`src/spht_ram.sv`:
```
`default_nettype none

// Simple dual-port RAM: one write port, one read port with registered data.
module spht_ram #(
  parameter int WIDTH = 8,
  parameter int DEPTH = 16,
  localparam int AW = (DEPTH > 1) ? $clog2(DEPTH) : 1
) (
  input  wire logic             clk,
  input  wire logic             we,
  input  wire logic [AW-1:0]    waddr,
  input  wire logic [WIDTH-1:0] wdata,
  input  wire logic             re,
  input  wire logic [AW-1:0]    raddr,
  output logic      [WIDTH-1:0] rdata
);

  logic [WIDTH-1:0] mem [DEPTH];

  // Write port.
  always_ff @(posedge clk) begin
    if (we) begin
      mem[waddr] <= wdata;
    end
  end

  // Registered read port; data holds while no read is issued.
  always_ff @(posedge clk) begin
    if (re) begin
      rdata <= mem[raddr];
    end
  end

endmodule

`default_nettype wire

```
`config.mk`:
```
export PLATFORM = sky130hd
export DESIGN_NAME = spht_ram
export DESIGN_NICKNAME = d
export VERILOG_FILES = /design/src/spht_ram.sv
export SDC_FILE = /design/constraint.sdc
export NUM_CORES = 1
export LEC_CHECK = 0
export BUFFER_PORTS_ARGS = -buffer_cell sky130_fd_sc_hd__buf_4
export CORE_MARGIN = 2
export CORE_UTILIZATION = 45
export DETAILED_ROUTE_END_ITERATION = 12
export GPL_TIMING_DRIVEN = 0
export SYNTH_ARGS = -nofsm -noshare
export SYNTH_HDL_FRONTEND = slang
export SYNTH_SLANG_ARGS = --single-unit
```
`constraint.sdc`:
```
create_clock -name clk -period 2.67 [get_ports clk]
set_clock_uncertainty 0.15 [all_clocks]
set_input_delay 0.1335 -clock clk [delete_from_list [all_inputs] [get_ports clk]]
set_output_delay 0.1335 -clock clk [all_outputs]
set_load 0.01 [all_outputs]
```
==> results.cfg, run 1 <==
[logic_synthesis]
syn_area_sq_um = 5230
synthesis.nets = 248
synth_area_leaders = edfxtp_1 (78%), mux4_2 (7.8%), mux4_1 (7.0%), a22oi_1 (2.3%), nor2_1 (0.93%)
synthArstFlopShare_pct = 0
netlist_instances = 229
ys_seq_area_share_pct = 78.1
yosys.area.top_type_share_pct = 78.1
synth.distinct_cells = 18
synth_edf_count = 136
synth_seq_cells = 136
yosysMostFrequentCell = edfxtp_1
ys_warn_count = 0
ys_top_cells_by_count = edfxtp_1 (136), mux4_2 (18), a22oi_1 (16), mux4_1 (14), nor2_1 (13)
avgSynthCellArea_sq_um = 22.8
yosys.area.top_type = edfxtp_1
synthFlopType = edfxtp_1

[clocking]
cts-root-buf = clkbuf_16
insertion_delay_ps = 410
cts_resized = 0
path_clk_slew_ps = 60
clock_sinks = 136
clockBufferDepth = 2
cts_tree = built
htree_num_levels = 4
ctsHoldBuffers = 9
cts_setup_buffers = 0
numCtsBuffers = 17

[power]
p_per_area_nw_per_um2 = 808
pwr-share-comb_pct = 4.9
netSwitchingPower_mw = 1.02
peakVddDrop_mv = 0.374
seq_power_share_pct = 47.3
total_power_mw = 5.11
p_int_mw = 4.08
swShare_pct = 20.1
p_clk_share_pct = 47.7
power.leakage_nw = 2.10

[route]
postRouteAntennaNets = 0
wl_per_cell_microns = 22.9
first_pass_iters = 4
drt_wl_total_mm = 10.0
via_per_inst = 5.60
drt-initial-drc-count = 147
drc_errors = 0
vias = 2454

[sta]
final.setup.worst_slack_ps = 708
tightest_slew_ps = 1350
rsz0062_at_grt = no
slew_headroom_pct = 9.29
post-route-period-util_pct = 73.5
tns_ps = 0
hold_slack_ps = 14.9
min_period_ps = 1960
drv_slew = 0
hold_viol = 0
clock.fmax_mhz = 510
setup_violations = 0

[critical_path]
worstPathArrival_ps = 1830
rr_worst_depth = 3
cp_max_fo = 8
max_stage_delay_ps = 1040
path_class = input port to flip-flop
cp_top_family = simple AND/OR/NAND/NOR gates
crit_path_top_delay_cell = nor3_1
r2r_start = mem[3][7]
r2r_setup_slack_ps = 930
path_cells = buf_4, or3b_2, nor3_1
crit_buf_inv = 1
cp-endpoint = mem[0][0]
worst-path-stages = 3
start_kind = input port
required_ps = 2540
worstSetupStartpoint = waddr[2]
r2r_end = rdata[7]
cp-end-kind = flip-flop

[placement]
io_buffers = 25
hpwl_mm = 6.18
placedInstanceArea_sq_um = 5590
dp_slack_ps = 280
globalplace.congestion = 0.690
dp.cells = 397

[finish]
multi_input_area_sq_um = 1060
antennaDiodeCount = 0
nNetsFinal = 301
layout-drive-gt1-share_pct = 29.5
utilization_pct = 55.6
final_cells = 438
fin_area_sq_um = 6320
area_growth_syn_to_layout_pct = 20.9
ff_latch_area_sq_um = 4080
fillers = 865

[global_route]
track_usage_pct = 17.3
antenna_found_initial = 0
grt_max_degree = 17
grt_pass1_vias = 2555
grt_pass1_wl_mm = 15.1
grt_overflow = 0

[outcome]
outcome = finished, final reports clean

[floorplanning]
fp.coreArea_sq_um = 11400
ios = 27
fp-row-count = 39
start_util_pct = 46.0
fp.dieH_microns = 112
dieArea_sq_um = 12500
die_w_microns = 112

[min_path]
hold_path.class = input port to flip-flop
min_path_cells = 2

[run]
max_cap_violations = 0
-- cell type report --
class | count | share of cell area (%)
Tap cell | 143 | 2.83
Clock inverter | 15 | 3.23
Sequential cell | 136 | 64.6
Clock buffer | 17 | 6.73
Multi-Input combinational cell | 83 | 16.8
Timing Repair Buffer | 34 | 4.40
Buffer | 10 | 1.37
-- power by group through the flow --
stage	combinational, mW	sequential, mW	clock [mW]
2_1_floorplan	0.121	2.46	0
3_3_place_gp	0.239	2.46	0
3_5_place_dp	0.244	2.46	0
4_1_cts	0.255	2.42	2.47
5_1_grt	0.272	2.42	2.56
6_report	0.253	2.42	2.44
-- flip-flops by register name, summed over array words and instances, names as in the netlist --
name / cells
mem: 128
rdata: 8
-- cell usage in the layout (no fill, tap or decap), drive strengths merged --
cell type	n
and2b	1
edfxtp	136
mux4	32
buf	32
nor3	4
bufinv	4
clkdlybuf4s25	3
nand3	1
nor2	13
clkinvlp	7
dlygate4sd3	9
nand3b	2
a22oi	16
nand2b	2
and2	1
nand2	9
clkinv	4
or3b	1
nor2b	1
clkbuf	17
-- per-layer routing --
metal  vias to the layer above  GRT usage, %  wire length (microns)
met2                        93          27.0                   4810
met4                         0          6.26                    151
li1                       1089             -                      -
met3                        12          4.95                    606
met1                      1260          23.6                   4440
met5                         -             0                      0
-- worst register-to-register path, cell delays in order (launching register included) --
cell and delay, ps:
edfxtp_1 370, mux4_2 480, a22oi_1 360, nand2_1 120
-- cells by family after synthesis --
logic type	synth area share, %
multiplexers	14.8
AND/OR/NAND/NOR	3.14
buffers and inverters	1.65
AO/OA/AOI/OAI	2.30
flip-flops	78.1
-- worst min path at each step --
stage	slack, ps	to	from
2_1_floorplan	80	mem[0][0]	wdata[0]
3_3_place_gp	270	rdata[3]	re
3_5_place_dp	280	rdata[3]	re
4_1_cts	90	mem[4][6]	waddr[0]
5_1_grt	20	mem[8][1]	waddr[1]
6_report	10	mem[8][6]	waddr[1]
(Power assumes the default switching activity.)
==> run 2, diff against run 1 <==
Clock period 2.67 ns to 1.57 ns, I/O delays scaled along.
==> results.cfg, run 2 (synthesis gave the netlist of run 1 again) <==
[global_route]
grt_pass1_vias = 2482
track_usage_pct = 16.8
antenna_found_initial = 0
grt_pass1_wl_mm = 14.8
grt_overflow = 0
grt_max_degree = 17

[critical_path]
path_cells = mux4_2, a22oi_2, nand2_1
worst-path-stages = 3
rr_worst_depth = 3
crit_path_top_delay_cell = mux4_2
start_kind = flip-flop
crit_buf_inv = 0
path_class = flip-flop to flip-flop
cp_max_fo = 1
required_ps = 1570
cp_top_family = multiplexers
worstPathArrival_ps = 1640
max_stage_delay_ps = 490
cp-end-kind = flip-flop

[finish]
nNetsFinal = 301
largestRegisters = mem: 128 flops, rdata: 8 flops
utilization_pct = 55.0
antennaDiodeCount = 0
largest-register = mem
layout-drive-gt1-share_pct = 32.0
final_common_cell = edfxtp_1
fin_area_sq_um = 6250
layout_common_cells = edfxtp_1 (136), buf_4 (26), mux4_2 (22)
area_growth_syn_to_layout_pct = 19.6
largest_reg_flops = 128

[sta]
setup_violations = 4
hold_slack_ps = -23.7
rsz0062_at_grt = yes
post-route-period-util_pct = 104
tns_ps = -97.5
clock.fmax_mhz = 611
hold_viol = 24
min_period_ps = 1640
tightest_slew_ps = 1150
final.setup.worst_slack_ps = -67.3
drv_slew = 0
slew_headroom_pct = 22.7

[run]
max_cap_violations = 0

[power]
total_power_mw = 8.18
power.leakage_nw = 2.07
peakVddDrop_mv = 0.638
p_per_area_nw_per_um2 = 1310

[route]
drc_errors = 0
drt_wl_total_mm = 9.62
wl_per_cell_microns = 22.0
wl_met1_mm = 4.26
wl_met3_microns = 613
via_per_inst = 5.51
vias = 2407
dr_wl_met2_mm = 4.55
topRoutingLayerUsed = met4
postRouteAntennaNets = 0
first_pass_iters = 4
drt-initial-drc-count = 161

[placement]
globalplace.congestion = 0.743
placedInstanceArea_sq_um = 5600
io_buffers = 25
hpwl_mm = 6.12

[clocking]
ctsHoldBuffers = 9
insertion_delay_ps = 410
cts_setup_buffers = 0
clock_sinks = 136
cts_tree = built
clockBufferDepth = 2
cts-root-buf = clkbuf_16
numCtsBuffers = 17
path_clk_slew_ps = 60
htree_num_levels = 4

[outcome]
failed_checks = hold timing, setup timing
outcome = finished with violations

[min_path]
hold_path.class = input port to flip-flop
min_path_cells = 2

[floorplanning]
ios = 27
fp-row-count = 39
fp.dieH_microns = 112
start_util_pct = 46.0
die_w_microns = 112
fp.coreArea_sq_um = 11400
dieArea_sq_um = 12500
-- run 2: path summary, 6_finish.rpt --
path / slack, ps / startpoint / end
min reg2reg: 610 / mem[11][4] / rdata[4]
max: -70 / mem[2][0] / rdata[0]
min: -20 / waddr[1] / mem[12][6]
max reg2reg: -70 / mem[2][0] / rdata[0]
-- run 2: area by class of cell --
| class | count | area [sq um] |
|---|---|---|
| fillers | 868 | 5120 |
| flip-flops and latches | 136 | 4080 |
| multi-input cells | 83 | 1080 |
| clock buffers | 19 | 433 |
| repair buffers | 34 | 278 |
| well taps | 143 | 179 |
| clock inverters | 12 | 110 |
| plain buffers | 10 | 86.3 |
-- run 2: metrics by stage --
stage | worst slack [ps] | instances | hold slack, ps
after floorplan | 59.1 | 229 | 27.4
after detailed placement | -538 | 397 | 218
final | -67.3 | 437 | -23.7
after global placement | -480 | 397 | 211
after CTS | -25.0 | 437 | -38.5
after global routing | -72.5 | 437 | -24.2
-- run 2: worst reg2reg max path, delay by kind of cell (launching register included) --
kind	cells	cell delay, ps
simple gates	1	100
compound gates	1	250
flops	1	390
mux	1	500
-- run 2: what timing repair did --
| item | CTS | global route |
|---|---|---|
| hold endpoints to repair | 152 | 24 |
| pin swaps | 2 | 0 |
| gates resized for setup | 9 | 3 |
| setup endpoints to repair | 14 | 32 |
-- run 2: where the power goes --
group | leakage [nW] | switching [mW] | internal (mW)
Combinational | 0.564 | 0.238 | 0.199
Sequential | 1.24 | 0.0186 | 4.09
Clock | 0.271 | 1.34 | 2.29
-- run 2: per-layer routing --
| layer | GRT usage [%] | up-vias |
|---|---|---|
| met5 | 0 | - |
| met4 | 6.91 | 0 |
| met3 | 4.46 | 17 |
| met2 | 24.2 | 81 |
| met1 | 24.5 | 1231 |
| li1 | - | 1078 |
