File: src/spht_pkg.sv
`default_nettype none

package spht_pkg;

  // Default table size: 2**SPHT_INDEX_BITS entries.
  localparam int SPHT_INDEX_BITS = 16;

  // Field widths.
  localparam int KEY_W   = 64;
  localparam int AGE_W   = 6;
  localparam int DEPTH_W = 7;
  localparam int ALU_W   = 18;

  // Item codes.
  localparam logic ACT_PROBE = 1'b0;
  localparam logic ACT_STORE = 1'b1;

  // Bound flag codes.
  localparam logic [1:0] FLAG_EXACT = 2'd0;
  localparam logic [1:0] FLAG_UPPER = 2'd1;
  localparam logic [1:0] FLAG_LOWER = 2'd2;

  // Score and eval constants.
  localparam logic signed [ALU_W-1:0] MATE_BAND_POS = 18'sd29900;
  localparam logic signed [ALU_W-1:0] MATE_BAND_NEG = -18'sd29900;
  localparam logic [15:0] EVAL_NONE = 16'h8000;
  localparam logic [15:0] EVAL_MIN  = 16'h8001;

  // Configuration register byte address.
  localparam int CFG_ADDR_W = 2;
  localparam logic [CFG_ADDR_W-1:0] CFG_AGE_ADDR = 2'd0;

  // Stream payload widths (whole bytes).
  localparam int IN_TDATA_W  = 168;
  localparam int OUT_TDATA_W = 64;

  // One input item, key in the lowest bits.
  typedef struct packed {
    logic [15:0]      eval;
    logic [15:0]      new_move;
    logic [1:0]       bound_flag;
    logic [15:0]      score;
    logic [7:0]       ply;
    logic [15:0]      beta;
    logic [15:0]      alpha;
    logic [7:0]       depth;
    logic [KEY_W-1:0] key;
  } in_item_t;

  // One result item, hit in the lowest bit.
  typedef struct packed {
    logic [1:0]         hit_flag;
    logic [DEPTH_W-1:0] hit_depth;
    logic [15:0]        hit_eval;
    logic [15:0]        hit_move;
    logic [15:0]        hit_score;
    logic               cutoff;
    logic               hit;
  } out_item_t;

  // Stored entry payload, move in the lowest bits.
  typedef struct packed {
    logic [AGE_W-1:0]   age;
    logic [1:0]         flag;
    logic [DEPTH_W-1:0] depth;
    logic [15:0]        eval;
    logic [15:0]        score;
    logic [15:0]        move;
  } entry_data_t;

  // Full table entry.
  typedef struct packed {
    entry_data_t      data;
    logic [KEY_W-1:0] key;
  } entry_t;

  // Entry value after reset: key zero, all fields zero but the no-eval marker.
  localparam entry_t ENTRY_CLEAR = '{
    data: '{age: '0, flag: FLAG_EXACT, depth: '0, eval: EVAL_NONE, score: '0, move: '0},
    key:  '0
  };

  // Shared adder operation and its status.
  typedef enum logic {
    ALU_ADD,
    ALU_SUB
  } alu_op_t;

  typedef struct packed {
    logic neg;
    logic zero;
  } alu_flags_t;

endpackage

`default_nettype wire

File: src/spht_alu.sv
`default_nettype none

// Shared 18-bit signed add/subtract unit with sign and zero status.
module spht_alu
  import spht_pkg::*;
(
  input  wire alu_op_t                 op,
  input  wire logic signed [ALU_W-1:0] a,
  input  wire logic signed [ALU_W-1:0] b,
  output logic signed      [ALU_W-1:0] res,
  output alu_flags_t                   flags
);

  // Operands are sign- or zero-extended values of at most 16 bits, so no overflow occurs.
  always_comb begin
    case (op)
      ALU_SUB: res = a - b;
      ALU_ADD: res = a + b;
      default: res = a + b;
    endcase
    flags.neg  = res[ALU_W-1];
    flags.zero = (res == '0);
  end

endmodule

`default_nettype wire

File: config.mk
export PLATFORM = sky130hd
export DESIGN_NAME = spht_alu
export DESIGN_NICKNAME = d
export VERILOG_FILES = /design/src/spht_pkg.sv /design/src/spht_alu.sv
export SDC_FILE = /design/constraint.sdc
export NUM_CORES = 1
export LEC_CHECK = 0
export BUFFER_PORTS_ARGS = -buffer_cell sky130_fd_sc_hd__clkbuf_2
export CAP_MARGIN = 20
export CORE_ASPECT_RATIO = 1.5
export CORE_MARGIN = 2
export CORE_UTILIZATION = 44
export DETAILED_ROUTE_END_ITERATION = 7
export PLACE_DENSITY_LB_ADDON = 0.1
export SLEW_MARGIN = 5
export SYNTH_ARGS = -nofsm -noshare
export SYNTH_HDL_FRONTEND = slang
export SYNTH_SLANG_ARGS = --single-unit
File: constraint.sdc
create_clock -name vclk -period 5.6
set_input_delay 0.56 -clock vclk [all_inputs]
set_output_delay 0.56 -clock vclk [all_outputs]
set_load 0.02 [all_outputs]
==> summary.txt, run 1 <==
Run status
  • Status: completed

Place
  • Placed instance count: ~280
  • IO buf count: 57
  • Dpl hpwl: 3090 um
  • Placement Setup Slack: roughly 600 ps
  • Post-place instance area: between 1500 and 2000 um^2
  • Gpl congestion: 0.795

Setup path
  • Crit start category: input pin
  • Worst EP required: between 5000 and 6000 ps
  • CP peak stage delay: 530 ps
  • Critical Path AT: 4440 ps
  • Slowest CP cell: or4_1
  • Cell Chain, Critical Path: clkbuf_2 -> inv_1 -> ha_1 -> nand2b_1 -> nor4_1 -> and2_1 -> nor2_1 -> xnor2_1 -> ha_1 -> and4_4 -> nor2b_4 -> o31a_1 -> a311oi_2 -> xnor2_1 -> or4_1 -> or4_1 -> nor4_2 -> clkbuf_2
  • Max FO, Critical Path: 4
  • Critical path class: input pin to output port
  • Crit. End Element: output port
  • Crit path buffers/inverters: 3
  • Crit path max-delay family: simple AND/OR/NAND/NOR gates

Drt
  • DRC: 0
  • Total iterations of the first detailed-routing run: 4
  • WL per Instance: about 12 um
  • Routed wire length: 3430 um
  • Met3 routed WL: 149 um
  • Highest routed layer: met4
  • Initial DRC count: 11
  • Met2 wire length: 1850 um
  • Via count: 1501
  • Routed vias/inst: 5.30
  • Met1 WL: 1380 um
  • Final ANT Viol Nets: 0

STA
  • Final setup viols: 0
  • Slew headroom: about 68%
  • Setup TNS: 0 ps
  • Worst slew pin tran: between 400 and 500 ps
  • Final Hold Fails: 0
  • Final period util: between 80% and 90%
  • Setup WS post-layout: 604 ps
  • Maximum clock rate: 0.200 GHz
  • Min Hold Slack: 1530 ps
  • Fin crit period: 5000 ps
  • Max-slew violation count: 0
  • RSZ-0062 raised after global routing: false

Power
  • Seq pwr share: 0%
  • Internal power: ~120 uW
  • Combinational Power Share: 100.0%
  • PD cells: 190 nW/um^2
  • Sw Share: about three fifths
  • Lkg Pwr: 0.795 nW
  • Net Sw Power: ~190 uW
  • Pwr Total: 312 uW
  • Clk pwr share: 0%
  • Worst vdd ir: 0.125 mV

Synthesis
  • Mapped Area: 1340 um^2
  • Sequential area share after synthesis: 0%
  • Cell variety after synth: 48
  • Yosys Warn Count: 0
  • Syn_nets: 249
  • Post-Syn Instances: ~190
  • Synth Area per Inst: 6.96 um^2

Min path
  • Hold Path End: res[0]
  • Worst hold path stage count: 4
  • Hold Crit Class: input pin to output port
  • Worst Min Path Start: b[0]

Floorplanning
  • DIE WIDTH: roughly 50 um
  • Core area: around 3000 um^2
  • Die height: roughly 70 um
  • # IOs: 57
  • Initial core utilization: 46.1%
  • # rows: 24
  • Die ar.: around 3500 um^2

Layout
  • Antenna fix cells: 0
  • Flip-flop and latch count: 0
  • Commonest non-fill, non-tap cells in the layout: 57 x clkbuf_2, 25 x xnor2_1, 23 x nor2_1, 18 x ha_1, 17 x a21oi_1
  • Util after Layout: a little under three fifths
  • Post-route non-filler standard cell count: 283
  • Layout cells sized above 1: between 20% and 30%
  • Synthesis-to-layout area growth: 22.0%
  • Nets: roughly 300
  • Clkbuf count: 0
  • Most common cell after layout, fill and taps aside: clkbuf_2
  • FF+latch area: 0 um^2
  • Post-route cell area: about 1600 um^2

CTS
  • CTS resizes: 0
  • Hold buffers post-CTS: 0
  • Setup bufs post-CTS: 0

Global route
  • Vias in the first global route: 1409
  • GRT Overall Usage: 19.5%
  • Grt ovf: 0
  • First-pass GRT wire length: ~5700 um
  • Largest net degree at the start of global routing: 18
  • Initial antenna violation count: 0

Run
  • Max capacitance violation total: 0
[layer usage]
| metal | up-vias | global-route usage [%] |
|---|---|---|
| li1 | 808 | - |
| met1 | 652 | 21.5 |
| met2 | 39 | 40.1 |
| met3 | 2 | 1.67 |
| met4 | 0 | 2.22 |
| met5 | - | 0 |
[kinds of logic (layout without fill, tap and decap cells)]
group / count (synthesis) / count (layout) / share of synthesized area [%]
AO/OA/AOI/OAI: 61 / 61 / 30.9
XOR/XNOR: 28 / 28 / 18.2
adder cells (fa/ha/maj): 19 / 19 / 18.2
buffers and inverters: 22 / 73 / 7.36
multiplexers: 1 / 1 / 0.838
AND/OR/NAND/NOR: 62 / 62 / 24.4
[worst max-delay path by stage]
stage	from	endpoint	slack, ps	depth (start not counted)
floorplan	b[0]	flags[0]	780	16
global placement	b[0]	flags[0]	710	18
detailed placement	b[0]	flags[0]	600	18
CTS	b[0]	flags[0]	600	18
global route	b[0]	flags[0]	230	18
finish	b[0]	flags[0]	600	18
[power groups by stage]
stage | Sequential (mW) | Combinational (mW) | Clock, mW
after detailed placement | 0 | 0.313 | 0
after global placement | 0 | 0.312 | 0
after global routing | 0 | 0.344 | 0
final | 0 | 0.312 | 0
after floorplan | 0 | 0.232 | 0
after CTS | 0 | 0.314 | 0
[synth_stat cells (2+ instances only)]
cell type	number	share of area [%]
nor3_1	9	3.4
inv_1	16	4.5
buf_4	2	1.1
a21boi_0	2	1.1
xnor2_1	25	16
a21oi_1	17	6.3
o21ai_0	7	2.6
o31a_1	3	2.0
and3_2	2	1.1
nor2_1	23	6.4
o21a_1	6	3.4
nand2b_1	2	0.93
o21bai_1	2	1.1
nand2_1	7	2.0
ha_1	18	17
xor2_1	3	2.0
nor4_1	3	1.4
a21o_1	4	2.2
a211oi_1	3	1.7
nand3_1	3	1.1
a31oi_1	6	2.8
or4_1	2	1.1
clkbuf_1	2	0.56
nor2b_1	2	0.93
[cell type report]
| cell class | count | area, um^2 |
|---|---|---|
| Inverter | 16 | 60.1 |
| Tap cell | 39 | 48.8 |
| Fill cell | 334 | 1270 |
| Multi-Input combinational cell | 171 | 1240 |
| Timing Repair Buffer | 57 | 285 |
Note: power is estimated with default switching activity, not from simulation.
==> run 2, diff against run 1 <==
--- a/config.mk
+++ b/config.mk
@@ -9,7 +9,7 @@
 export CAP_MARGIN = 20
 export CORE_ASPECT_RATIO = 1.5
 export CORE_MARGIN = 2
-export CORE_UTILIZATION = 44
+export CORE_UTILIZATION = 51
 export DETAILED_ROUTE_END_ITERATION = 7
 export PLACE_DENSITY_LB_ADDON = 0.1
 export SLEW_MARGIN = 5
==> run 2 against run 1 <==
Wire length fell by 1.3%. Non-clock buffer count did not move. Final cell count fell by 5.3%. Worst setup slack got worse by 15 ps. Combinational power barely moved. Clock-buffer cell count did not move. Power rose by 0.63%. First-iteration DRC count rose by 100%. Global-route usage rose by 2.8 points. Critical path type unchanged.
==> summary.txt, run 2 (synthesized netlist as in run 1, its figures left out) <==
STA
  • Slew headroom: 72.0% (+3.7 points)
  • Setup TNS: 0 ps (unchanged)
  • Max-slew violation count: 0 (unchanged)
  • Min Hold Slack: 1540 ps (+8.24 ps)
  • Final setup viols: 0 (unchanged)
  • Worst slew pin tran: 416 ps (-55.5 ps)
  • Final period util: 89.5% (+0.27 points)
  • Maximum clock rate: 0.200 GHz (-0.30%)
  • Final Hold Fails: 0 (unchanged)
  • RSZ-0062 raised after global routing: false
  • Fin crit period: 5010 ps (+15.0 ps)

Power
  • Worst vdd ir: 0.142 mV (+13%)
  • Clk pwr share: 0% (unchanged)
  • Net Sw Power: 190 uW (+1.1%)
  • Combinational Power Share: 100.0% (about the same)
  • Pwr Total: 313 uW (+0.63%)
  • Sw Share: 60.6% (+0.27 points)
  • PD cells: 193 nW/um^2 (+1.8%)
  • Lkg Pwr: 0.795 nW (unchanged)
  • Seq pwr share: 0% (unchanged)
  • Internal power: 124 uW (about the same)

Layout
  • Layout cells sized above 1: 28.3% (unchanged)
  • Clkbuf count: 0 (unchanged)
  • Util after Layout: 65.4% (+9.1 points)
  • Synthesis-to-layout area growth: 20.6%
  • Most common cell after layout, fill and taps aside: clkbuf_2
  • Flip-flop and latch count: 0 (unchanged)
  • FF+latch area: 0 um^2 (unchanged)
  • Antenna fix cells: 0 (unchanged)
  • Post-route cell area: 1620 um^2 (-1.1%)
  • FILL cells: 251 (-25%)
  • Nets: 302 (unchanged)
  • Commonest non-fill, non-tap cells in the layout: 57 x clkbuf_2, 25 x xnor2_1, 23 x nor2_1, 18 x ha_1, 17 x a21oi_1

Setup path
  • CP peak stage delay: 530 ps (about the same)
  • Crit path max-delay family: simple AND/OR/NAND/NOR gates
  • Cell Chain, Critical Path: clkbuf_2 -> inv_1 -> ha_1 -> nand2b_1 -> nor4_1 -> and2_1 -> nor2_1 -> xnor2_1 -> ha_1 -> and4_4 -> nor2b_4 -> o31a_1 -> a311oi_2 -> xnor2_1 -> or4_1 -> or4_1 -> nor4_2 -> clkbuf_2
  • Crit path depth: 18 (unchanged)
  • Critical path class: input pin to output port
  • Crit path buffers/inverters: 3 (unchanged)
  • Worst EP required: 5040 ps (about the same)
  • Crit. End Element: output port
  • Max FO, Critical Path: 4 (unchanged)
  • Crit start category: input pin
  • Slowest CP cell: or4_1
  • Critical Path AT: 4450 ps (about the same)

Drt
  • DRC: 0 (unchanged)
  • Total iterations of the first detailed-routing run: 4 (unchanged)
  • Final ANT Viol Nets: 0 (unchanged)
  • Via count: 1506 (+0.33%)
  • WL per Instance: 12.6 um (+4.2%)
  • Initial DRC count: 22 (+11)
  • Routed wire length: 3380 um (-1.3%)
  • Routed vias/inst: 5.62 (+5.9%)

Place
  • Gpl congestion: 0.853 (+7.4%)
  • Post-place instance area: 1620 um^2 (-1.1%)
  • Dpl hpwl: 3020 um (-2.5%)
  • IO buf count: 57 (unchanged)

CTS
  • Hold buffers post-CTS: 0 (unchanged)
  • Setup bufs post-CTS: 0 (unchanged)
  • CTS resizes: 0 (unchanged)

Floorplanning
  • Core area: 2480 um^2 (-15%)
  • Die height: 66.9 um (-6.7%)
  • DIE WIDTH: 45.9 um (-6.5%)
  • Die ar.: 3070 um^2 (-13%)
  • # rows: 22 (-8.3%)
  • Initial core utilization: 54.2% (+8.1 points)
  • # IOs: 57 (unchanged)

Min path
  • Worst hold path stage count: 4 (unchanged)
  • Hold Crit Class: input pin to output port

Global route
  • First-pass GRT wire length: 5350 um (-6.8%)
  • Vias in the first global route: 1339 (-5.0%)
  • GRT Overall Usage: 22.3% (+2.8 points)
  • Grt ovf: 0 (unchanged)
  • Largest net degree at the start of global routing: 18 (unchanged)
  • Met2 Use GR: 45.0% (+4.9 points)
  • Gr busiest metal: met2
  • GR Layer Usage met1: 24.6% (+3.1 points)
  • Initial antenna violation count: 0 (unchanged)
  • Met3 GRT Util: 1.63% (-0.041 points)

Run
  • Max capacitance violation total: 0 (unchanged)

Run status
  • Status: completed
-- run 2: final timing paths --
| check | end | slack [ps] | start |
|---|---|---|---|
| worst max-delay path | flags[0] | 590 | b[0] |
| worst min-delay path | res[0] | 1540 | b[0] |
-- run 2: power by group through the flow --
stage          Sequential (mW)  Clock [mW]  Combinational [mW]
2_1_floorplan                0           0               0.232
3_3_place_gp                 0           0               0.310
3_5_place_dp                 0           0               0.312
4_1_cts                      0           0               0.313
5_1_grt                      0           0               0.340
6_report                     0           0               0.313
-- run 2: final cells by class --
cell class         instances  area (um^2)  area share (%)
multi-input cells        171         1240            76.8
repair buffers            57          285            17.6
inverters                 16         60.1            3.71
well taps                 24         30.0            1.85
-- run 2: metrics by stage --
| stage | std cells | setup slack, ps |
|---|---|---|
| 2_1_floorplan | 193 | 780 |
| 3_3_place_gp | 268 | 738 |
| 3_5_place_dp | 268 | 579 |
| 4_1_cts | 268 | 580 |
| 5_1_grt | 268 | 244 |
| 6_report | 268 | 589 |
-- run 2: layer usage --
metal	routed length [um]	up-vias	part of all wire, %
li1	-	802	-
met1	1370	662	40
met2	1870	40	55
met3	130	2	3.8
met4	10	0	0.30
met5	0	-	0
==> run 3, diff against run 2 <==
==> constraint.sdc (replaced) <==
create_clock -name vclk -period 5.4
set_input_delay 0.54 -clock vclk [all_inputs]
set_output_delay 0.54 -clock vclk [all_outputs]
set_load 0.02 [all_outputs]
==> run 3 against run 2 <==
Critical path depth stayed put. Die area is the same. Final area is the same. Global-route usage grew 0.58 points. Highest routed layer unchanged. Hold slack got worse by 38 ps. Sequential cell count did not move.
==> summary.txt, run 3 (synthesized netlist as in run 1, its figures left out) <==
Setup path
  • Worst EP required: 4860 ps (-180 ps)
  • Critical path class: input pin to output port
  • Crit path max-delay family: simple AND/OR/NAND/NOR gates
  • Cell Chain, Critical Path: clkbuf_2 -> inv_1 -> ha_1 -> nand2b_1 -> nor4_1 -> and2_1 -> nor2_1 -> xnor2_1 -> ha_1 -> and4_4 -> nor2b_4 -> o31a_1 -> a311oi_2 -> xnor2_1 -> or4_1 -> or4_1 -> nor4_2 -> clkbuf_2
  • Crit start category: input pin
  • Max FO, Critical Path: 4 (unchanged)
  • Slowest CP cell: or4_1
  • Critical Path AT: 4410 ps (-40 ps)
  • Crit path buffers/inverters: 3 (unchanged)
  • Crit. End Element: output port
  • CP peak stage delay: 510 ps (-20 ps)

Place
  • IO buf count: 57 (unchanged)
  • Placement Setup Slack: 429 ps (-150 ps)
  • Post-place instance area: 1620 um^2 (unchanged)
  • Dpl hpwl: 3020 um (about the same)
  • Gpl congestion: 0.854 (about the same)

Layout
  • Multi-input logic area: 1240 um^2 (unchanged)
  • Flip-flop and latch count: 0 (unchanged)
  • Clkbuf count: 0 (unchanged)
  • Nets: 302 (unchanged)
  • Most common cell after layout, fill and taps aside: clkbuf_2
  • Synthesis-to-layout area growth: 20.6% (unchanged)
  • Antenna fix cells: 0 (unchanged)
  • Commonest non-fill, non-tap cells in the layout: 57 x clkbuf_2, 25 x xnor2_1, 23 x nor2_1, 18 x ha_1, 17 x a21oi_1
  • FILL cells: 259 (+3.2%)
  • Post-route cell area: 1620 um^2 (unchanged)
  • FF+latch area: 0 um^2 (unchanged)
  • Layout cells sized above 1: 28.3% (unchanged)

Drt
  • Routed wire length: 3380 um (about the same)
  • Final ANT Viol Nets: 0 (unchanged)
  • Initial DRC count: 17 (-23%)
  • Total iterations of the first detailed-routing run: 6 (+2)
  • Routed vias/inst: 5.62 (about the same)
  • Via count: 1507 (+0.066%)
  • WL per Instance: 12.6 um (about the same)
  • DRC: 0 (unchanged)

Global route
  • Grt ovf: 0 (unchanged)
  • Largest net degree at the start of global routing: 18 (unchanged)
  • First-pass GRT wire length: 5520 um (+3.1%)
  • GRT Overall Usage: 22.9% (+0.58 points)
  • Initial antenna violation count: 0 (unchanged)
  • Vias in the first global route: 1399 (+4.5%)

STA
  • Setup WS post-layout: 445 ps (-144 ps)
  • Setup TNS: 0 ps (unchanged)
  • RSZ-0062 raised after global routing: false
  • Slew headroom: 70.9% (-1.1 points)
  • Fin crit period: roughly 5000 ps
  • Final setup viols: 0 (unchanged)
  • Final Hold Fails: 0 (unchanged)
  • Max-slew violation count: 0 (unchanged)
  • Final period util: 91.8%
  • Maximum clock rate: just over 0.2 GHz
  • Worst slew pin tran: 433 ps (+16.8 ps)

Power
  • Worst vdd ir: 0.145 mV (+2.6%)
  • PD cells: 201 nW/um^2 (+3.8%)
  • Lkg Pwr: 0.795 nW (unchanged)

Floorplanning
  • # IOs: 57 (unchanged)
  • # rows: 22 (unchanged)
  • Die height: 66.9 um (unchanged)
  • DIE WIDTH: 45.9 um (unchanged)
  • Die ar.: 3070 um^2 (unchanged)
  • Core area: 2480 um^2 (unchanged)
  • Initial core utilization: 54.2% (unchanged)

Run
  • Max capacitance violation total: 0 (unchanged)

CTS
  • Setup bufs post-CTS: 0 (unchanged)
  • CTS resizes: 0 (unchanged)
  • Hold buffers post-CTS: 0 (unchanged)

Min path
  • Hold Crit Class: input pin to output port

Run status
  • Status: completed
## run 3: worst min-delay path, delay by kind of cell
family                     cells  cell delay, ps
buffers and inverters          3             300
adders and majority gates      1             120
## run 3: area by class of cell
cell class | count | share of cell area [%]
repair buffers | 57 | 17.6
well taps | 24 | 1.85
multi-input cells | 171 | 76.8
inverters | 16 | 3.71
## run 3: path summary, 6_finish.rpt
path	from	end	slack, ps	depth (start not counted)
worst max-delay path	b[0]	flags[0]	450	18
worst min-delay path	b[0]	res[0]	1500	4
## run 3: routing by layer
layer	track usage (%)	share of wire, %	up-vias
met5	0	0	-
met4	5.71	2.4	0
met3	1.08	4.1	8
met2	43.9	53	48
met1	25.7	40	652
li1	-	-	799
## run 3: per-stage QoR
step | total power, mW | utilization, % | hold slack (ps) | instances
finish | 0.325 | 65.4 | 1500 | 268
global route | 0.354 | 65.4 | 1550 | 268
CTS | 0.325 | 65.4 | 1500 | 268
detailed placement | 0.324 | 65.4 | 1490 | 268
global placement | 0.322 | 65.4 | 1490 | 268
floorplan | 0.240 | - | 1270 | 193
## run 3: power breakdown
group          internal [mW]  switching [mW]
Clock                      0               0
Combinational          0.128           0.197
Sequential                 0               0
